[src/sv/cbr_pkg.sv]
// Shared widths, limits, register indexes and structs of the frame repacker.
// Depends on nothing; used by cbr_size_div and cbr_frame_repacker.
`timescale 1ns / 1ps
`default_nettype none

package cbr_pkg;

  localparam int NUM_W     = 26;
  localparam int DEN_W     = 16;
  localparam int SIZE_W    = 13;
  localparam int ACC_W     = 16;
  localparam int BREF_W    = 14;
  localparam int BP_W      = 9;
  localparam int SIDE_W    = 6;
  localparam int DATA_W    = 14;
  localparam int HDR_W     = 32;
  localparam int CAP_W     = 14;
  localparam int WORK_W    = 16;
  localparam int CFG_IDX_W = 3;
  localparam int CFG_DAT_W = 32;
  localparam int CNT_W     = 4;

  localparam logic [SIZE_W-1:0] SIZE_MAX = 13'h1fff;
  localparam logic [BP_W-1:0]   BP_MAX   = 9'd511;
  localparam int                PAD_BIT  = 9;

  localparam logic [CFG_IDX_W-1:0] CFG_NUM       = 3'd0;
  localparam logic [CFG_IDX_W-1:0] CFG_DEN       = 3'd1;
  localparam logic [CFG_IDX_W-1:0] CFG_NORMAL    = 3'd2;
  localparam logic [CFG_IDX_W-1:0] CFG_EMPTY_HDR = 3'd3;
  localparam logic [CFG_IDX_W-1:0] CFG_EMPTY_SID = 3'd4;

  typedef struct packed {
    logic [NUM_W-1:0] num;
    logic [DEN_W-1:0] den;
    logic [ACC_W-1:0] acc;
  } size_req_t;

  typedef struct packed {
    logic [SIZE_W-1:0] size;
    logic [ACC_W-1:0]  acc;
  } size_res_t;

endpackage

`default_nettype wire

[src/sv/cbr_frame_repacker.sv]
// Top level of the constant-bitrate frame repacker: sequencer and result register.
// Depends on cbr_pkg and cbr_size_div.
`timescale 1ns / 1ps
`default_nettype none

// Takes one audio frame at a time and gives one result per frame, preceded by
// up to min(MAX_EMPTY, 31) inserted empty frames when the frame's main data
// does not fit behind the running back reference. Each result costs one size
// search in cbr_size_div, which runs its 13-step restoring divider unless the
// accumulator step alone reaches the target, the denominator is zero or the
// quotient would not fit. A new frame is taken once the last result of the
// previous one sits in the output register. The user must write configuration
// through cfg_* only while no frame is in work; the block does not enforce
// it. cfg_ready is always high.
module cbr_frame_repacker #(
  parameter int MAX_EMPTY = 31
) (
  input  wire logic                                   clk,
  input  wire logic                                   rst_n,
  input  wire logic                                   cfg_valid,
  output logic                                        cfg_ready,
  input  wire logic [cbr_pkg::CFG_IDX_W-1:0]          cfg_index,
  input  wire logic [cbr_pkg::CFG_DAT_W-1:0]          cfg_data,
  input  wire logic                                   in_valid,
  output logic                                        in_stall,
  input  wire logic [cbr_pkg::HDR_W-1:0]              in_header,
  input  wire logic [cbr_pkg::SIDE_W-1:0]             in_side_size,
  input  wire logic [cbr_pkg::DATA_W-1:0]             in_data_size,
  input  wire logic                                   in_last_frame,
  output logic                                        out_valid,
  input  wire logic                                   out_stall,
  output logic [cbr_pkg::HDR_W-1:0]                   out_header,
  output logic [cbr_pkg::SIZE_W-1:0]                  out_frame_size,
  output logic signed [cbr_pkg::CAP_W-1:0]            out_data_capacity,
  output logic [cbr_pkg::BP_W-1:0]                    out_back_pointer,
  output logic [cbr_pkg::BREF_W-1:0]                  out_pad_previous,
  output logic [cbr_pkg::BREF_W-1:0]                  out_pad_tail,
  output logic                                        out_inserted_empty,
  output logic                                        out_last_result,
  output logic                                        out_overflow_flag
);

  localparam int EMPTY_CAP = (MAX_EMPTY < 31) ? MAX_EMPTY : 31;
  localparam int EMP_W     = $clog2(EMPTY_CAP + 1);
  localparam logic [EMP_W-1:0] EMPTY_LIM = EMP_W'(EMPTY_CAP);
  localparam int W = cbr_pkg::WORK_W;

  typedef enum logic [3:0] {
    S_IDLE  = 4'b0001,
    S_START = 4'b0010,
    S_WAIT  = 4'b0100,
    S_EMIT  = 4'b1000
  } state_t;

  state_t state_r, state_nxt;

  logic [cbr_pkg::NUM_W-1:0]   num_r;
  logic [cbr_pkg::DEN_W-1:0]   den_r;
  logic [cbr_pkg::SIZE_W-1:0]  normal_r;
  logic [cbr_pkg::HDR_W-1:0]   ehdr_r;
  logic [cbr_pkg::SIDE_W-1:0]  eside_r;

  logic [cbr_pkg::ACC_W-1:0]   acc_r;
  logic [cbr_pkg::BREF_W-1:0]  bref_r;
  logic [EMP_W-1:0]            empties_r;

  logic [cbr_pkg::HDR_W-1:0]   hdr_r;
  logic [cbr_pkg::SIDE_W-1:0]  side_r;
  logic [cbr_pkg::DATA_W-1:0]  dsize_r;
  logic                        last_r;
  logic [cbr_pkg::BP_W-1:0]    br_r;
  logic [cbr_pkg::BREF_W-1:0]  pad_r;

  logic                        out_valid_r;
  logic [cbr_pkg::HDR_W-1:0]   o_hdr_r;
  logic [cbr_pkg::SIZE_W-1:0]  o_size_r;
  logic [cbr_pkg::CAP_W-1:0]   o_cap_r;
  logic [cbr_pkg::BP_W-1:0]    o_bp_r;
  logic [cbr_pkg::BREF_W-1:0]  o_padp_r;
  logic [cbr_pkg::BREF_W-1:0]  o_padt_r;
  logic                        o_emp_r;
  logic                        o_last_r;
  logic                        o_ovf_r;

  logic                        in_xfer;
  logic                        cfg_xfer;
  logic                        slot_free;
  logic                        emit;
  logic                        div_start;
  logic                        div_done;
  cbr_pkg::size_req_t          div_req;
  cbr_pkg::size_res_t          div_res;

  logic signed [W-1:0]         cap_s;
  logic signed [W-1:0]         ecap_s;
  logic signed [W-1:0]         nb_s;
  logic signed [W-1:0]         bre_s;
  logic [W-1:0]                nbc;
  logic                        need_empty;
  logic                        ovf;
  logic                        pad_hit;
  logic [cbr_pkg::HDR_W-1:0]   hdr_sel;
  logic [cbr_pkg::HDR_W-1:0]   hdr_out;

  assign cfg_ready = 1'b1;
  assign cfg_xfer  = cfg_valid && cfg_ready;
  assign in_stall  = state_r != S_IDLE;
  assign in_xfer   = in_valid && !in_stall;
  assign slot_free = !out_valid_r || !out_stall;
  assign emit      = state_r == S_EMIT && slot_free;
  assign div_start = state_r == S_START;

  assign div_req.num = num_r;
  assign div_req.den = den_r;
  assign div_req.acc = acc_r;

  cbr_size_div u_size_div (
    .clk   (clk),
    .rst_n (rst_n),
    .start (div_start),
    .req   (div_req),
    .done  (div_done),
    .res   (div_res)
  );

  assign cap_s  = signed'(W'(div_res.size)) - signed'(W'(side_r)) - 16'sd4;
  assign ecap_s = signed'(W'(div_res.size)) - signed'(W'(eside_r)) - 16'sd4;
  assign nb_s   = signed'(W'(br_r)) + cap_s - signed'(W'(dsize_r));
  assign bre_s  = signed'(W'(br_r)) + ecap_s;
  assign need_empty = nb_s < 16'sd0 && empties_r < EMPTY_LIM;
  assign ovf        = nb_s < 16'sd0;
  assign nbc        = ovf ? '0 : W'(nb_s);
  assign pad_hit    = div_res.size != normal_r;
  assign hdr_sel    = need_empty ? ehdr_r : hdr_r;

  always_comb begin
    hdr_out                   = hdr_sel;
    hdr_out[cbr_pkg::PAD_BIT] = pad_hit;
  end

  always_comb begin
    state_nxt = state_r;
    case (state_r)
      S_IDLE:  if (in_xfer) state_nxt = S_START;
      S_START: state_nxt = S_WAIT;
      S_WAIT:  if (div_done) state_nxt = S_EMIT;
      S_EMIT:  if (slot_free) state_nxt = need_empty ? S_START : S_IDLE;
      default: state_nxt = S_IDLE;
    endcase
  end

  always_ff @(posedge clk) begin
    if (!rst_n) begin
      state_r     <= S_IDLE;
      out_valid_r <= 1'b0;
      acc_r       <= '0;
      bref_r      <= '0;
      empties_r   <= '0;
      num_r       <= 26'd18432000;
      den_r       <= 16'd44100;
      normal_r    <= 13'd417;
      ehdr_r      <= 32'd4294676480;
      eside_r     <= 6'd32;
    end else begin
      state_r <= state_nxt;
      if (cfg_xfer) begin
        case (cfg_index)
          cbr_pkg::CFG_NUM:       num_r    <= cfg_data[cbr_pkg::NUM_W-1:0];
          cbr_pkg::CFG_DEN:       den_r    <= cfg_data[cbr_pkg::DEN_W-1:0];
          cbr_pkg::CFG_NORMAL:    normal_r <= cfg_data[cbr_pkg::SIZE_W-1:0];
          cbr_pkg::CFG_EMPTY_HDR: ehdr_r   <= cfg_data[cbr_pkg::HDR_W-1:0];
          cbr_pkg::CFG_EMPTY_SID: eside_r  <= cfg_data[cbr_pkg::SIDE_W-1:0];
          default: ;
        endcase
      end
      if (in_xfer) begin
        empties_r <= '0;
      end
      if (emit) begin
        out_valid_r <= 1'b1;
        if (need_empty) begin
          acc_r     <= div_res.acc;
          empties_r <= empties_r + 1'b1;
        end else if (last_r) begin
          acc_r  <= '0;
          bref_r <= '0;
        end else begin
          acc_r  <= div_res.acc;
          bref_r <= nbc[cbr_pkg::BREF_W-1:0];
        end
      end else if (!out_stall) begin
        out_valid_r <= 1'b0;
      end
    end
  end

  // Hold frame fields over all results of a frame; the clamped back pointer is reloaded after each inserted empty.
  always_ff @(posedge clk) begin
    if (in_xfer) begin
      hdr_r   <= in_header;
      side_r  <= in_side_size;
      dsize_r <= in_data_size;
      last_r  <= in_last_frame;
      if (bref_r > cbr_pkg::BREF_W'(cbr_pkg::BP_MAX)) begin
        br_r  <= cbr_pkg::BP_MAX;
        pad_r <= bref_r - cbr_pkg::BREF_W'(cbr_pkg::BP_MAX);
      end else begin
        br_r  <= bref_r[cbr_pkg::BP_W-1:0];
        pad_r <= '0;
      end
    end else if (emit && need_empty) begin
      if (bre_s < 16'sd0) begin
        br_r  <= '0;
        pad_r <= '0;
      end else if (bre_s > signed'(W'(cbr_pkg::BP_MAX))) begin
        br_r  <= cbr_pkg::BP_MAX;
        pad_r <= cbr_pkg::BREF_W'(bre_s - signed'(W'(cbr_pkg::BP_MAX)));
      end else begin
        br_r  <= bre_s[cbr_pkg::BP_W-1:0];
        pad_r <= '0;
      end
    end
  end

  always_ff @(posedge clk) begin
    if (emit) begin
      o_hdr_r          <= hdr_out;
      o_size_r         <= div_res.size;
      o_cap_r          <= need_empty ? ecap_s[cbr_pkg::CAP_W-1:0] : cap_s[cbr_pkg::CAP_W-1:0];
      o_bp_r           <= br_r;
      o_padp_r         <= pad_r;
      o_padt_r         <= (!need_empty && last_r) ? nbc[cbr_pkg::BREF_W-1:0] : '0;
      o_emp_r          <= need_empty;
      o_last_r         <= !need_empty;
      o_ovf_r          <= !need_empty && ovf;
    end
  end

  assign out_valid          = out_valid_r;
  assign out_header         = o_hdr_r;
  assign out_frame_size     = o_size_r;
  assign out_data_capacity  = signed'(o_cap_r);
  assign out_back_pointer   = o_bp_r;
  assign out_pad_previous   = o_padp_r;
  assign out_pad_tail       = o_padt_r;
  assign out_inserted_empty = o_emp_r;
  assign out_last_result    = o_last_r;
  assign out_overflow_flag  = o_ovf_r;

  a_empty_limit: assert property (@(posedge clk) disable iff (!rst_n)
    empties_r <= EMPTY_LIM)
    else $error("inserted empty count beyond limit");

  a_div_done_wait: assert property (@(posedge clk) disable iff (!rst_n)
    div_done |-> state_r == S_WAIT)
    else $error("size search finished outside wait state");

  a_size_nonzero: assert property (@(posedge clk) disable iff (!rst_n)
    out_valid_r |-> o_size_r != '0)
    else $error("zero frame size on result");

  a_empty_clean: assert property (@(posedge clk) disable iff (!rst_n)
    out_valid_r && o_emp_r |-> o_padt_r == '0 && !o_ovf_r && !o_last_r)
    else $error("inserted empty carries tail, overflow or last mark");

  a_last_clears: assert property (@(posedge clk) disable iff (!rst_n)
    emit && !need_empty && last_r |=> acc_r == '0 && bref_r == '0)
    else $error("stream state not cleared after last frame");

endmodule

`default_nettype wire

[src/sv/cbr_size_div.sv]
// Bresenham frame size search: restoring divider, one quotient bit per cycle.
// Depends on cbr_pkg.
`timescale 1ns / 1ps
`default_nettype none

module cbr_size_div (
  input  wire logic              clk,
  input  wire logic              rst_n,
  input  wire logic              start,
  input  wire cbr_pkg::size_req_t req,
  output logic                   done,
  output cbr_pkg::size_res_t     res
);

  localparam int QW = cbr_pkg::SIZE_W;
  localparam logic [cbr_pkg::CNT_W-1:0] LAST_STEP = cbr_pkg::CNT_W'(QW - 1);

  logic                       busy_r, busy_nxt;
  logic                       fin_r, fin_nxt;
  logic                       done_r, done_nxt;
  logic [cbr_pkg::CNT_W-1:0]  cnt_r;
  logic [cbr_pkg::DEN_W-1:0]  rem_r;
  logic [QW-1:0]              quo_r;
  logic [cbr_pkg::DEN_W-1:0]  den_r;
  cbr_pkg::size_res_t         res_r;

  logic [cbr_pkg::ACC_W:0]    sum;
  logic                       hit;
  logic [cbr_pkg::NUM_W-1:0]  over;
  logic [cbr_pkg::NUM_W-1:0]  dvd;
  logic                       big;
  logic [cbr_pkg::DEN_W:0]    trial;
  logic                       ge;
  logic [cbr_pkg::DEN_W:0]    diff;

  assign sum   = {1'b0, req.acc} + {1'b0, req.den};
  assign hit   = cbr_pkg::NUM_W'(sum) >= req.num;
  assign over  = cbr_pkg::NUM_W'(sum) - req.num;
  assign dvd   = req.num - cbr_pkg::NUM_W'(req.acc) - cbr_pkg::NUM_W'(1);
  assign big   = cbr_pkg::DEN_W'(dvd[cbr_pkg::NUM_W-1:QW]) >= req.den;
  assign trial = {rem_r, quo_r[QW-1]};
  assign ge    = trial >= {1'b0, den_r};
  assign diff  = trial - {1'b0, den_r};

  assign busy_nxt = start ? (!hit && req.den != '0 && !big) :
                    (busy_r && cnt_r != LAST_STEP);
  assign fin_nxt  = !start && busy_r && cnt_r == LAST_STEP;
  assign done_nxt = (start && !busy_nxt) || fin_r;

  always_ff @(posedge clk) begin
    if (!rst_n) begin
      busy_r <= 1'b0;
      fin_r  <= 1'b0;
      done_r <= 1'b0;
    end else begin
      busy_r <= busy_nxt;
      fin_r  <= fin_nxt;
      done_r <= done_nxt;
    end
  end

  always_ff @(posedge clk) begin
    if (start) begin
      den_r <= req.den;
      cnt_r <= '0;
      rem_r <= cbr_pkg::DEN_W'(dvd[cbr_pkg::NUM_W-1:QW]);
      quo_r <= dvd[QW-1:0];
      if (hit) begin
        res_r.size <= cbr_pkg::SIZE_W'(1);
        res_r.acc  <= over[cbr_pkg::ACC_W] ? '1 : over[cbr_pkg::ACC_W-1:0];
      end else begin
        res_r.size <= cbr_pkg::SIZE_MAX;
        res_r.acc  <= '0;
      end
    end else if (busy_r) begin
      cnt_r <= cnt_r + 1'b1;
      rem_r <= ge ? diff[cbr_pkg::DEN_W-1:0] : trial[cbr_pkg::DEN_W-1:0];
      quo_r <= {quo_r[QW-2:0], ge};
    end else if (fin_r) begin
      if (quo_r == cbr_pkg::SIZE_MAX) begin
        res_r.size <= cbr_pkg::SIZE_MAX;
        res_r.acc  <= '0;
      end else begin
        res_r.size <= quo_r + 1'b1;
        res_r.acc  <= den_r - rem_r - 1'b1;
      end
    end
  end

  assign done = done_r;
  assign res  = res_r;

endmodule

`default_nettype wire
[config.mk]
export PLATFORM = sky130hd
export DESIGN_NAME = cbr_frame_repacker
export DESIGN_NICKNAME = d
export VERILOG_FILES = /design/src/sv/cbr_pkg.sv /design/src/sv/cbr_frame_repacker.sv /design/src/sv/cbr_size_div.sv
export SDC_FILE = /design/constraint.sdc
export NUM_CORES = 1
export LEC_CHECK = 0
export ABC_AREA = 0
export BUFFER_PORTS_ARGS = -buffer_cell sky130_fd_sc_hd__clkbuf_2
export CORE_ASPECT_RATIO = 0.7
export CORE_MARGIN = 2
export CORE_UTILIZATION = 45
export DETAILED_ROUTE_END_ITERATION = 10
export PLACE_DENSITY = 0.69
export SYNTH_ARGS = -nofsm -noshare
export SYNTH_HDL_FRONTEND = slang
export SYNTH_HIERARCHICAL = 1
export SYNTH_SLANG_ARGS = --single-unit
[constraint.sdc]
create_clock -name clk -period 12.4 [get_ports clk]
set_input_delay 2.48 -clock clk [delete_from_list [all_inputs] [get_ports clk]]
set_output_delay 2.48 -clock clk [all_outputs]
set_load 0.02 [all_outputs]
-- Yosys cells after proc, flatten, opt, wreduce, memory -nomap -nowiden
Index checks and enable logic that the tools add are counted.
- flip-flop bits (word level): 389
- input bits: 93
- logic and storage cells: 154
- add/subtract/negate cells: 19
- magnitude comparators: 8
- equal/unequal tests: 18
- muxes and demuxes: 38
- bitwise logic cells: 1
- reductions and logical operators: 35
- operators by type and width (cell ; count):
    two-way mux 29 bit ; 5
    two-way mux 14 bit ; 8
    two-way mux 16 bit ; 4
    two-way mux 13 bit ; 4
    two-way mux 9 bit ; 5
    adder 10 x 15 -> 16 bit ; 2
    < comparator 16 x 1 -> 1 bit, second input constant ; 2
    two-way mux 32 bit ; 1
    subtractor 16 bit ; 2
    subtractor 14 x 4 -> 15 bit, second input constant ; 2
    subtractor 13 x 6 -> 14 bit ; 2
    >= comparator 17 x 26 -> 1 bit ; 1
    subtractor 26 x 1 -> 26 bit, second input constant ; 1
    subtractor 26 x 16 -> 26 bit ; 1
    adder 16 x 16 -> 17 bit ; 1
    >= comparator 17 x 16 -> 1 bit ; 1
    subtractor 17 bit ; 1
    >= comparator 13 x 16 -> 1 bit ; 1
    greater-than comparator 16 x 10 -> 1 bit, second input constant ; 1
    one-hot mux 4 bit (4 select lines) ; 1
    nonzero test 16 bit ; 1
    subtractor 16 x 1 -> 16 bit, second input constant ; 1
    subtractor 16 x 15 -> 16 bit ; 1
    two-way mux 5 bit ; 3
    31 further kinds ; 67

-- Longest topological paths before layout
Gate-level depths: netlist of run 1.
- depth after elaboration: 9
- gate-level depth with buffers: 26
- depth with buffers taken out: 26

-- Cells and area by module
Netlist of run 1, hierarchy kept.
- by module, submodules not included (module ; instances ; cells an instance ; area an instance (um2) ; sequential area each (um2)):
    cbr_frame_repacker ; 1 ; 1460 ; 14736.6 ; 7867.5
    cbr_size_div ; 1 ; 923 ; 8012.7 ; 2332.2

-- Worst setup path after synthesis of run 1
No wires, ideal clock.
- path type: input to register
- start point: in out_stall
- end point: reg o_bp_r (netlist bit out_back_pointer[0]) (enable)
- arrival: 5.958 ns
- required time: 11.898 ns
- slack: 5.940 ns
- stages: 5
- cell sequence: nand2_1 > nand2b_1 > inv_1 > clkbuf_1 > clkbuf_1
- cells in the longest elaborated chain, start to end: 3
- ends and longest elaborated chain (element ; line ; text):
    start: declaration ; cbr_frame_repacker.sv:31 ; input wire logic out_stall,
    logical NOT 1 bit ; - ;
    logical OR 1 bit ; cbr_frame_repacker.sv:109 ; assign slot_free = !out_valid_r || !out_stall;
    logical AND 1 bit ; cbr_frame_repacker.sv:110 ; assign emit = state_r == S_EMIT && slot_free;
    named net emit ; cbr_frame_repacker.sv:88 ; logic emit;
    end signal: assignment ; cbr_frame_repacker.sv:230 ; o_bp_r <= br_r;
    end: declaration ; cbr_frame_repacker.sv:78 ; logic [cbr_pkg::BP_W-1:0] o_bp_r;
The timed path passes the listed nets, and every way through them passes these cells.
A chain may end at the register's enable or synchronous reset.

-- Worst setup path after layout of run 1
- start point: reg u_size_div.res_r (netlist bit u_size_div/res[16])
- end point: reg empties_r[2]
- cells in the longest elaborated chain, start to end: 8
- ends and longest elaborated chain (element ; line ; text):
    start: declaration ; cbr_size_div.sv:25 ; cbr_pkg::size_res_t res_r;
    subtractor 13 x 6 -> 14 bit ; cbr_frame_repacker.sv:126 ; assign cap_s = signed'(W'(div_res.size)) - signed'(W'(side_r)) - 16'sd4;
    subtractor 14 x 4 -> 15 bit ; cbr_frame_repacker.sv:126 ;
    adder 10 x 15 -> 16 bit ; cbr_frame_repacker.sv:128 ; assign nb_s = signed'(W'(br_r)) + cap_s - signed'(W'(dsize_r));
    subtractor 16 x 15 -> 16 bit ; cbr_frame_repacker.sv:128 ;
    < comparator 16 x 1 -> 1 bit ; cbr_frame_repacker.sv:130 ; assign need_empty = nb_s < 16'sd0 && empties_r < EMPTY_LIM;
    logical AND 1 bit ; cbr_frame_repacker.sv:130 ;
    two-way mux 5 bit ; cbr_frame_repacker.sv:181 ; if (need_empty) begin
    two-way mux 5 bit ; cbr_frame_repacker.sv:179 ; if (emit) begin
    end signal: assignment ; cbr_frame_repacker.sv:183 ; empties_r <= empties_r + 1'b1;
    end: declaration ; cbr_frame_repacker.sv:65 ; logic [EMP_W-1:0] empties_r;
No other way between the ends.

==> results of run 1 <==
power groups by stage:
stage / clock network, W / logic (W) / registers, W
2_1_floorplan: 0 / 0.000498 / 0.00149
3_3_place_gp: 0 / 0.000660 / 0.00150
3_5_place_dp: 0 / 0.000675 / 0.00150
4_1_cts: 0.00124 / 0.000679 / 0.00148
5_1_grt: 0.00128 / 0.000766 / 0.00148
6_report: 0.00121 / 0.000693 / 0.00148
state kept, by name, summed over array words and instances (netlist names), 16 cells and up:
signal            count
u_size_div/res       29
out_header           32
num_r                26
acc_r                16
u_size_div/den_r     16
hdr_r                31
den_r                16
ehdr_r               31
u_size_div/rem_r     16
worst paths after layout:
check / startpoint / end
setup / recovery: u_size_div/res[16] / empties_r[2]
hold / removal: pad_r[0] / out_pad_previous[0]
setup reg to reg: u_size_div/res[16] / empties_r[2]
hold reg to reg: pad_r[0] / out_pad_previous[0]
stage by stage:
stage / hold slack [ns] / util [%]
5_1_grt: 0.425 / 51.6
4_1_cts: 0.419 / 51.6
3_5_place_dp: 0.405 / 49.0
2_1_floorplan: 0.400 / -
3_3_place_gp: 0.404 / 49.0
6_report: 0.418 / 51.6
kinds of logic (layout without fill, tap and decap cells):
group	count (synthesis)	after routing	share of synthesized area [%]
multiplexers	29	29	1.38
XOR/XNOR	173	173	6.66
AND/OR/NAND/NOR	844	844	17.4
other	1	1	0.0165
AO/OA/AOI/OAI	531	531	15.9
flip-flops	387	387	44.8
buffers and inverters	258	451	4.47
adder cells (fa/ha/maj)	160	160	9.36
layout make-up:
| type | instances | area share, % |
|---|---|---|
| Multi-Input combinational cell | 1738 | 45.1 |
| Clock buffer | 60 | 4.73 |
| Tap cell | 665 | 3.25 |
| Inverter | 168 | 2.47 |
| Timing Repair Buffer | 207 | 4.20 |
| Sequential cell | 387 | 39.8 |
| Clock inverter | 16 | 0.435 |
cells in the final DEF, fill, tap and decap left out, types with 10 or more instances in the layout:
| cell type | n |
|---|---|
| a211oi_1 | 14 |
| a21boi_0 | 59 |
| a21o_1 | 40 |
| a21oi_1 | 124 |
| a22o_1 | 10 |
| a31oi_1 | 11 |
| and2_1 | 15 |
| and3_1 | 37 |
| buf_4 | 16 |
| clkbuf_1 | 11 |
| clkbuf_16 | 44 |
| clkbuf_2 | 191 |
| clkinv_2 | 10 |
| dfxtp_1 | 142 |
| edfxtp_1 | 245 |
| fa_1 | 17 |
| ha_1 | 143 |
| inv_1 | 165 |
| mux2_2 | 19 |
| mux2i_1 | 10 |
| nand2_1 | 410 |
| nand2b_1 | 23 |
| nand3_1 | 88 |
| nand4_1 | 21 |
| nor2_1 | 109 |
| nor2b_1 | 21 |
| nor3_1 | 46 |
| o211ai_1 | 21 |
| o21a_1 | 24 |
| o21ai_0 | 92 |
| o21ai_1 | 15 |
| o21bai_1 | 13 |
| o22ai_1 | 15 |
| or2_2 | 10 |
| xnor2_1 | 108 |
| xor2_1 | 65 |
routing by layer:
layer	routed length, um	share of wire [%]	vias to the layer above
met5	39	0.059	-
met4	1180	1.8	6
met3	7330	11	79
met2	25800	39	778
met1	31400	48	8919
li1	-	-	8779
==> results.sh, run 1 <==
export IMPL_finalMaxSlewViolations=0
export IMPL_tritoncts="built"
export IMPL_firstDrtPassIters=5
export IMPL_start_util_pct=45.9
export IMPL_resize_count_post_cts=0
export IMPL_io_buffer_count=192
export IMPL_htree_levels=2
export IMPL_finish_instance_area_um2=25600
export IMPL_postCtsSetupBuffers=0
export IMPL_r2r_worst_path_cells=24
export IMPL_rsz0062_at_grt="false"
export IMPL_cts_num_sinks=387
export IMPL_clkLatencyLatePin_ns=0.58
export IMPL_layout_cells_non_filler=3241
export IMPL_antenna_cells=0
export IMPL_hold_path_depth=0
export IMPL_post_place_cells=3165
export IMPL_cts_root_buffer="clkbuf_16"
export IMPL_grtUsageMet1_pct=37.8
export IMPL_totalNegativeSetupSlack_ns=0
export IMPL_place_hpwl_um=49500
export IMPL_tritoncts_num_buffers=41
export IMPL_nets=2796
export IMPL_final_hold_violation_count=0
export IMPL_synthesis_instances=2383
export IMPL_top_ff_cell_synth="edfxtp_1"
export IMPL_vias=18561
export IMPL_wire_length_of_the_first_global_routing_pass_um=99900
export IMPL_chip_width_um=273
export IMPL_synth_edff_count=245
export IMPL_max_cap_violations=0
export IMPL_syn_to_final_growth_pct=12.6
export IMPL_grt_max_degree=111
export IMPL_critPathBufInv=4
export IMPL_path_common_cell="inv_1"
export IMPL_min_period_over_period_pct=62.3
export IMPL_boundaryPins=195
export IMPL_drtIter0Drc=1583
export IMPL_first_global_vias=17411
export IMPL_worstSetupStartpointType="flop"
export IMPL_final_period_minus_worst_setup_slack_ns=7.72
export IMPL_grt_busiest_layer="met1"
export IMPL_post_dp_cell_area_um2=24300
export IMPL_grtUsageMet3_pct=8.14
export IMPL_finalSetupViolCount=0
export IMPL_place_gp_congestion=0.936
export IMPL_placeable_core_region_um2=49600
export IMPL_pwr_share_clk_pct=35.9
export IMPL_path_cells="inv_1 -> ha_1 -> inv_1 -> fa_1 -> a21o_1 -> a21oi_1 -> o21bai_1 -> a21oi_1 -> xnor2_1 -> nand2_1 -> mux2i_1 -> a22oi_1 -> xnor2_1 -> fa_1 -> ha_1 -> a21o_1 -> or3_1 -> o2111ai_1 -> o211ai_1 -> buf_4 -> o21a_1 -> inv_1 -> o311ai_0 -> and3_1"
export IMPL_route_final_wire_length_um=65700
export IMPL_detail_route_drc_violations=0
export IMPL_cellPowerDensity_nw_per_um2=132
export IMPL_final_setup_skew_ns=0.0212
export IMPL_yosys_warnings=6
export IMPL_comb_power_share_pct=20.5
export IMPL_slowest_delay_ns=0.83
export IMPL_synth_top_cells_by_area="edfxtp_1, dfxtp_1, ha_1"
export IMPL_grt_overflow=0
export IMPL_multi_input_area_um2=11500
export IMPL_setup_crit_end_kind="flop"
export IMPL_synthesis_nets=2636
export IMPL_critical_path_top_delay_family="compound AO/OA/AOI/OAI gates"
export IMPL_ys_seq_area_share_pct=44.8
export IMPL_leakagePower_nw=10.2
export IMPL_cts_max_path_buffers=3
export IMPL_outcome="finished clean"
export IMPL_drtAntennaViolNets=0
export IMPL_antenna_violations_before_repair=3
export IMPL_post_synth_most_frequent_cells="nand2_1, edfxtp_1, inv_1"
export IMPL_library_cell_with_the_largest_summed_area_after_synthesis="edfxtp_1"
export IMPL_pre_cts_slack_ns=4.76
export IMPL_die_area_um2=52400
export IMPL_seqCellArea_um2=10200
export IMPL_cp_slowest_cell="inv_1"
export IMPL_synth_area_per_cell_um2=9.55
export IMPL_rows=68
export IMPL_timing_fmax_mhz=129
export IMPL_ffs_w_async_s_r_synth_pct=0
export IMPL_n_fill_cell=4461
export IMPL_timing_critical_path_depth=24
export IMPL_groute_usage_overall_pct=24.8
export IMPL_ir_worst_vdd_mv=0.138
export IMPL_synth_top_area_share_pct=32.3
export IMPL_postLayoutSetupSlackWorst_ns=4.68
export IMPL_synth_area_um2=22700
export IMPL_switchingPower_w=0.000993
export IMPL_fp_dieH_um=192
export IMPL_cts_hold_buf=0
export IMPL_path_class="reg2reg"
export IMPL_worstPathArrival_ns=8.19
export IMPL_report_power_total_w=0.00339
export IMPL_ys_types=93
export IMPL_setup_reg_to_reg_worst_slack_ns=4.68
export IMPL_relSlewSlack_pct=18.0
export IMPL_hp_class="reg2reg"
export IMPL_drt_vias_per_instance=5.73
export IMPL_share_seq_of_total_power_pct=43.7
export IMPL_post_synth_top_count_cell="nand2_1"
export IMPL_yosys_register_bits=387
export IMPL_path_max_fanout=39
export IMPL_cell_internal_pwr_w=0.00239
export IMPL_post_route_cells_drive_above_1_share_pct=13.5
export IMPL_worst_ep_required_time_ns=12.87
export IMPL_sw_frac_of_total_pct=29.3
export IMPL_dr_wl_cell_um=20.3
export IMPL_tightest_slew_ns=1.22
export IMPL_grtUsageMet2_pct=33.3
export IMPL_path_clk_slew_ns=0.06
No activity file was read; power rests on OpenSTA's default activity.
==> inputs of run 2 (changes only) <==
==> constraint.sdc (replaced) <==
create_clock -name clk -period 7.9 [get_ports clk]
set_input_delay 1.58 -clock clk [delete_from_list [all_inputs] [get_ports clk]]
set_output_delay 1.58 -clock clk [all_outputs]
set_load 0.02 [all_outputs]
==> results.sh, run 2 (synthesis results as in run 1) <==
export IMPL_setup_reg_to_reg_worst_slack_ns=1.28
export IMPL_sw_frac_of_total_pct=29.6
export IMPL_timing_rr_end="empties_r[2]"
export IMPL_slowest_delay_ns=0.79
export IMPL_leakagePower_nw=10.3
export IMPL_chip_width_um=273
export IMPL_ir_worst_vdd_mv=0.166
export IMPL_most_common_library_cell_in_the_layout_ignoring_fill_and_taps="nand2_1"
export IMPL_cts_hold_buf=0
export IMPL_resize_count_post_cts=0
export IMPL_rows=68
export IMPL_hold_slack_ns=0.419
export IMPL_final_cell_mix="nand2_1, edfxtp_1, clkbuf_2, inv_1, ha_1"
export IMPL_nets=2802
export IMPL_die_area_um2=52400
export IMPL_antenna_violations_before_repair=4
export IMPL_tightest_slew_ns=1.19
export IMPL_first_global_vias=17474
export IMPL_outcome="finished clean"
export IMPL_htree_levels=2
export IMPL_switchingPower_w=0.00161
export IMPL_relSlewSlack_pct=20.7
export IMPL_worstPathArrival_ns=7.13
export IMPL_tritoncts="built"
export IMPL_cts_max_path_buffers=3
export IMPL_fp_dieH_um=192
export IMPL_worst_hold_startpoint="pad_r[7]"
export IMPL_final_setup_skew_ns=0.0199
export IMPL_place_gp_congestion=0.937
export IMPL_setup_crit_end_kind="flop"
export IMPL_cellPowerDensity_nw_per_um2=211
export IMPL_finalMaxSlewViolations=0
export IMPL_dr_wl_cell_um=20.6
export IMPL_syn_to_final_growth_pct=13.0
export IMPL_min_period_over_period_pct=83.8
export IMPL_detail_route_drc_violations=0
export IMPL_share_seq_of_total_power_pct=42.8
export IMPL_route_final_wire_length_um=66800
export IMPL_clkLatencyLatePin_ns=0.58
export IMPL_met3_length_um=7910
export IMPL_critPathBufInv=5
export IMPL_path_clk_slew_ns=0.06
export IMPL_final_hold_violation_count=0
export IMPL_path_max_fanout=38
export IMPL_cts_num_sinks=387
export IMPL_hold_path_depth=0
export IMPL_boundaryPins=195
export IMPL_wire_length_of_the_first_global_routing_pass_um=101000
export IMPL_largest_register_ff_count=32
export IMPL_drtIter0Drc=1978
export IMPL_grt_max_degree=109
export IMPL_launch_instance_of_the_worst_register_to_register_path="u_size_div/res[16]"
export IMPL_place_hpwl_um=50400
export IMPL_timing_fmax_mhz=151
export IMPL_hp_class="reg2reg"
export IMPL_io_buffer_count=192
export IMPL_drt_vias_per_instance=5.77
export IMPL_pwr_share_clk_pct=37.2
export IMPL_r2r_worst_path_cells=22
export IMPL_rsz0062_at_grt="false"
export IMPL_start_util_pct=45.9
export IMPL_highest_signal_layer="met5"
export IMPL_placeable_core_region_um2=49600
export IMPL_critical_path_top_delay_family="compound AO/OA/AOI/OAI gates"
export IMPL_path_cells="inv_1 -> ha_1 -> inv_1 -> fa_1 -> a21o_1 -> a21oi_1 -> o21bai_1 -> a21oi_1 -> nand3_1 -> xnor2_1 -> nand3_1 -> o31ai_1 -> ha_1 -> ha_1 -> a21o_1 -> a21oi_1 -> o211ai_1 -> buf_4 -> inv_2 -> buf_4 -> a31o_2 -> and3_1"
export IMPL_layout_cells_non_filler=3248
export IMPL_routedLengthMet1_um=31000
export IMPL_post_dp_cell_area_um2=24300
export IMPL_drtAntennaViolNets=0
export IMPL_grt_overflow=0
export IMPL_worstSetupStartpointType="flop"
export IMPL_final_period_minus_worst_setup_slack_ns=6.62
export IMPL_totalNegativeSetupSlack_ns=0
export IMPL_max_cap_violations=0
export IMPL_postCtsSetupBuffers=0
export IMPL_tritoncts_num_buffers=42
export IMPL_cp_slowest_cell="o31ai_1"
export IMPL_path_class="reg2reg"
export IMPL_terminating_pin_of_the_worst_hold_path="out_pad_previous[7]"
export IMPL_vias=18731
export IMPL_worst_ep_required_time_ns=8.41
export IMPL_timing_critical_path_from="u_size_div/res[16]"
export IMPL_groute_usage_overall_pct=25.1
export IMPL_cell_internal_pwr_w=0.00382
export IMPL_cts_root_buffer="clkbuf_16"
export IMPL_wl_met2_um=26800
export IMPL_firstDrtPassIters=5
export IMPL_comb_power_share_pct=20.0
export IMPL_post_place_cells=3170
export IMPL_finish_instance_area_um2=25700
export IMPL_post_route_cells_drive_above_1_share_pct=13.7
export IMPL_finalSetupViolCount=0
run 2: changes by cell type in the layout (fill, tap and decap cells not counted):
| cell | delta |
|---|---|
| clkinv_2 | -6 |
| buf_4 | +5 |
| bufinv_16 | +3 |
| clkbuf_8 | -3 |
| clkinvlp_4 | +3 |
| inv_6 | +3 |
| clkinv_4 | +2 |
| clkbuf_16 | -1 |
| diode_2 | +1 |
| inv_16 | +1 |
| inv_4 | -1 |
| o21ai_1 | +1 |
| o21ai_2 | -1 |
run 2: layout make-up:
cell class              count  area, um^2
fillers                  4470       23900
multi-input cells        1738       11500
flip-flops and latches    387       10200
clock buffers              56        1140
repair buffers            212        1110
well taps                 665         832
inverters                 168         633
clock inverters            21         251
diodes                      1        2.50
run 2: routing by layer:
metal / up-vias / GRT usage, %
met5: - / 0
met4: 4 / 4.88
met3: 80 / 7.26
met2: 863 / 34.9
met1: 8991 / 38.2
li1: 8793 / -
run 2: worst reg2reg max path, delay by kind of cell, from the launching register on:
| kind | cells | cell delay [ns] |
|---|---|---|
| AOI/OAI and AO/OA | 9 | 2.67 |
| xor gates and xnor gates | 1 | 0.42 |
| adders and majority gates | 4 | 1.28 |
| buffers and inverters | 5 | 1.22 |
| DFF | 1 | 0.48 |
| and+or+nand+nor | 3 | 0.49 |
run 2: how the worst max path moves through the flow:
stage	to	depth (start not counted)
3_3_place_gp	empties_r[2]	24
5_1_grt	empties_r[1]	24
6_report	empties_r[2]	22
2_1_floorplan	empties_r[2]	23
3_5_place_dp	empties_r[1]	24
4_1_cts	empties_r[1]	24
run 2: per-stage QoR:
step	util, %	power, W	worst slack (ns)
finish	51.8	0.00543	1.28
global route	51.8	0.00566	0.758
CTS	51.8	0.00544	1.35
detailed placement	49.0	0.00343	1.41
global placement	49.0	0.00340	1.48
floorplan	-	0.00312	2.25
run 2: power groups by stage:
| stage | sequential (W) | combinational, W | clock (W) |
|---|---|---|---|
| 5_1_grt | 0.00233 | 0.00119 | 0.00213 |
| 3_5_place_dp | 0.00237 | 0.00106 | 0 |
| 2_1_floorplan | 0.00234 | 0.000782 | 0 |
| 3_3_place_gp | 0.00237 | 0.00103 | 0 |
| 4_1_cts | 0.00233 | 0.00107 | 0.00205 |
| 6_report | 0.00233 | 0.00108 | 0.00202 |
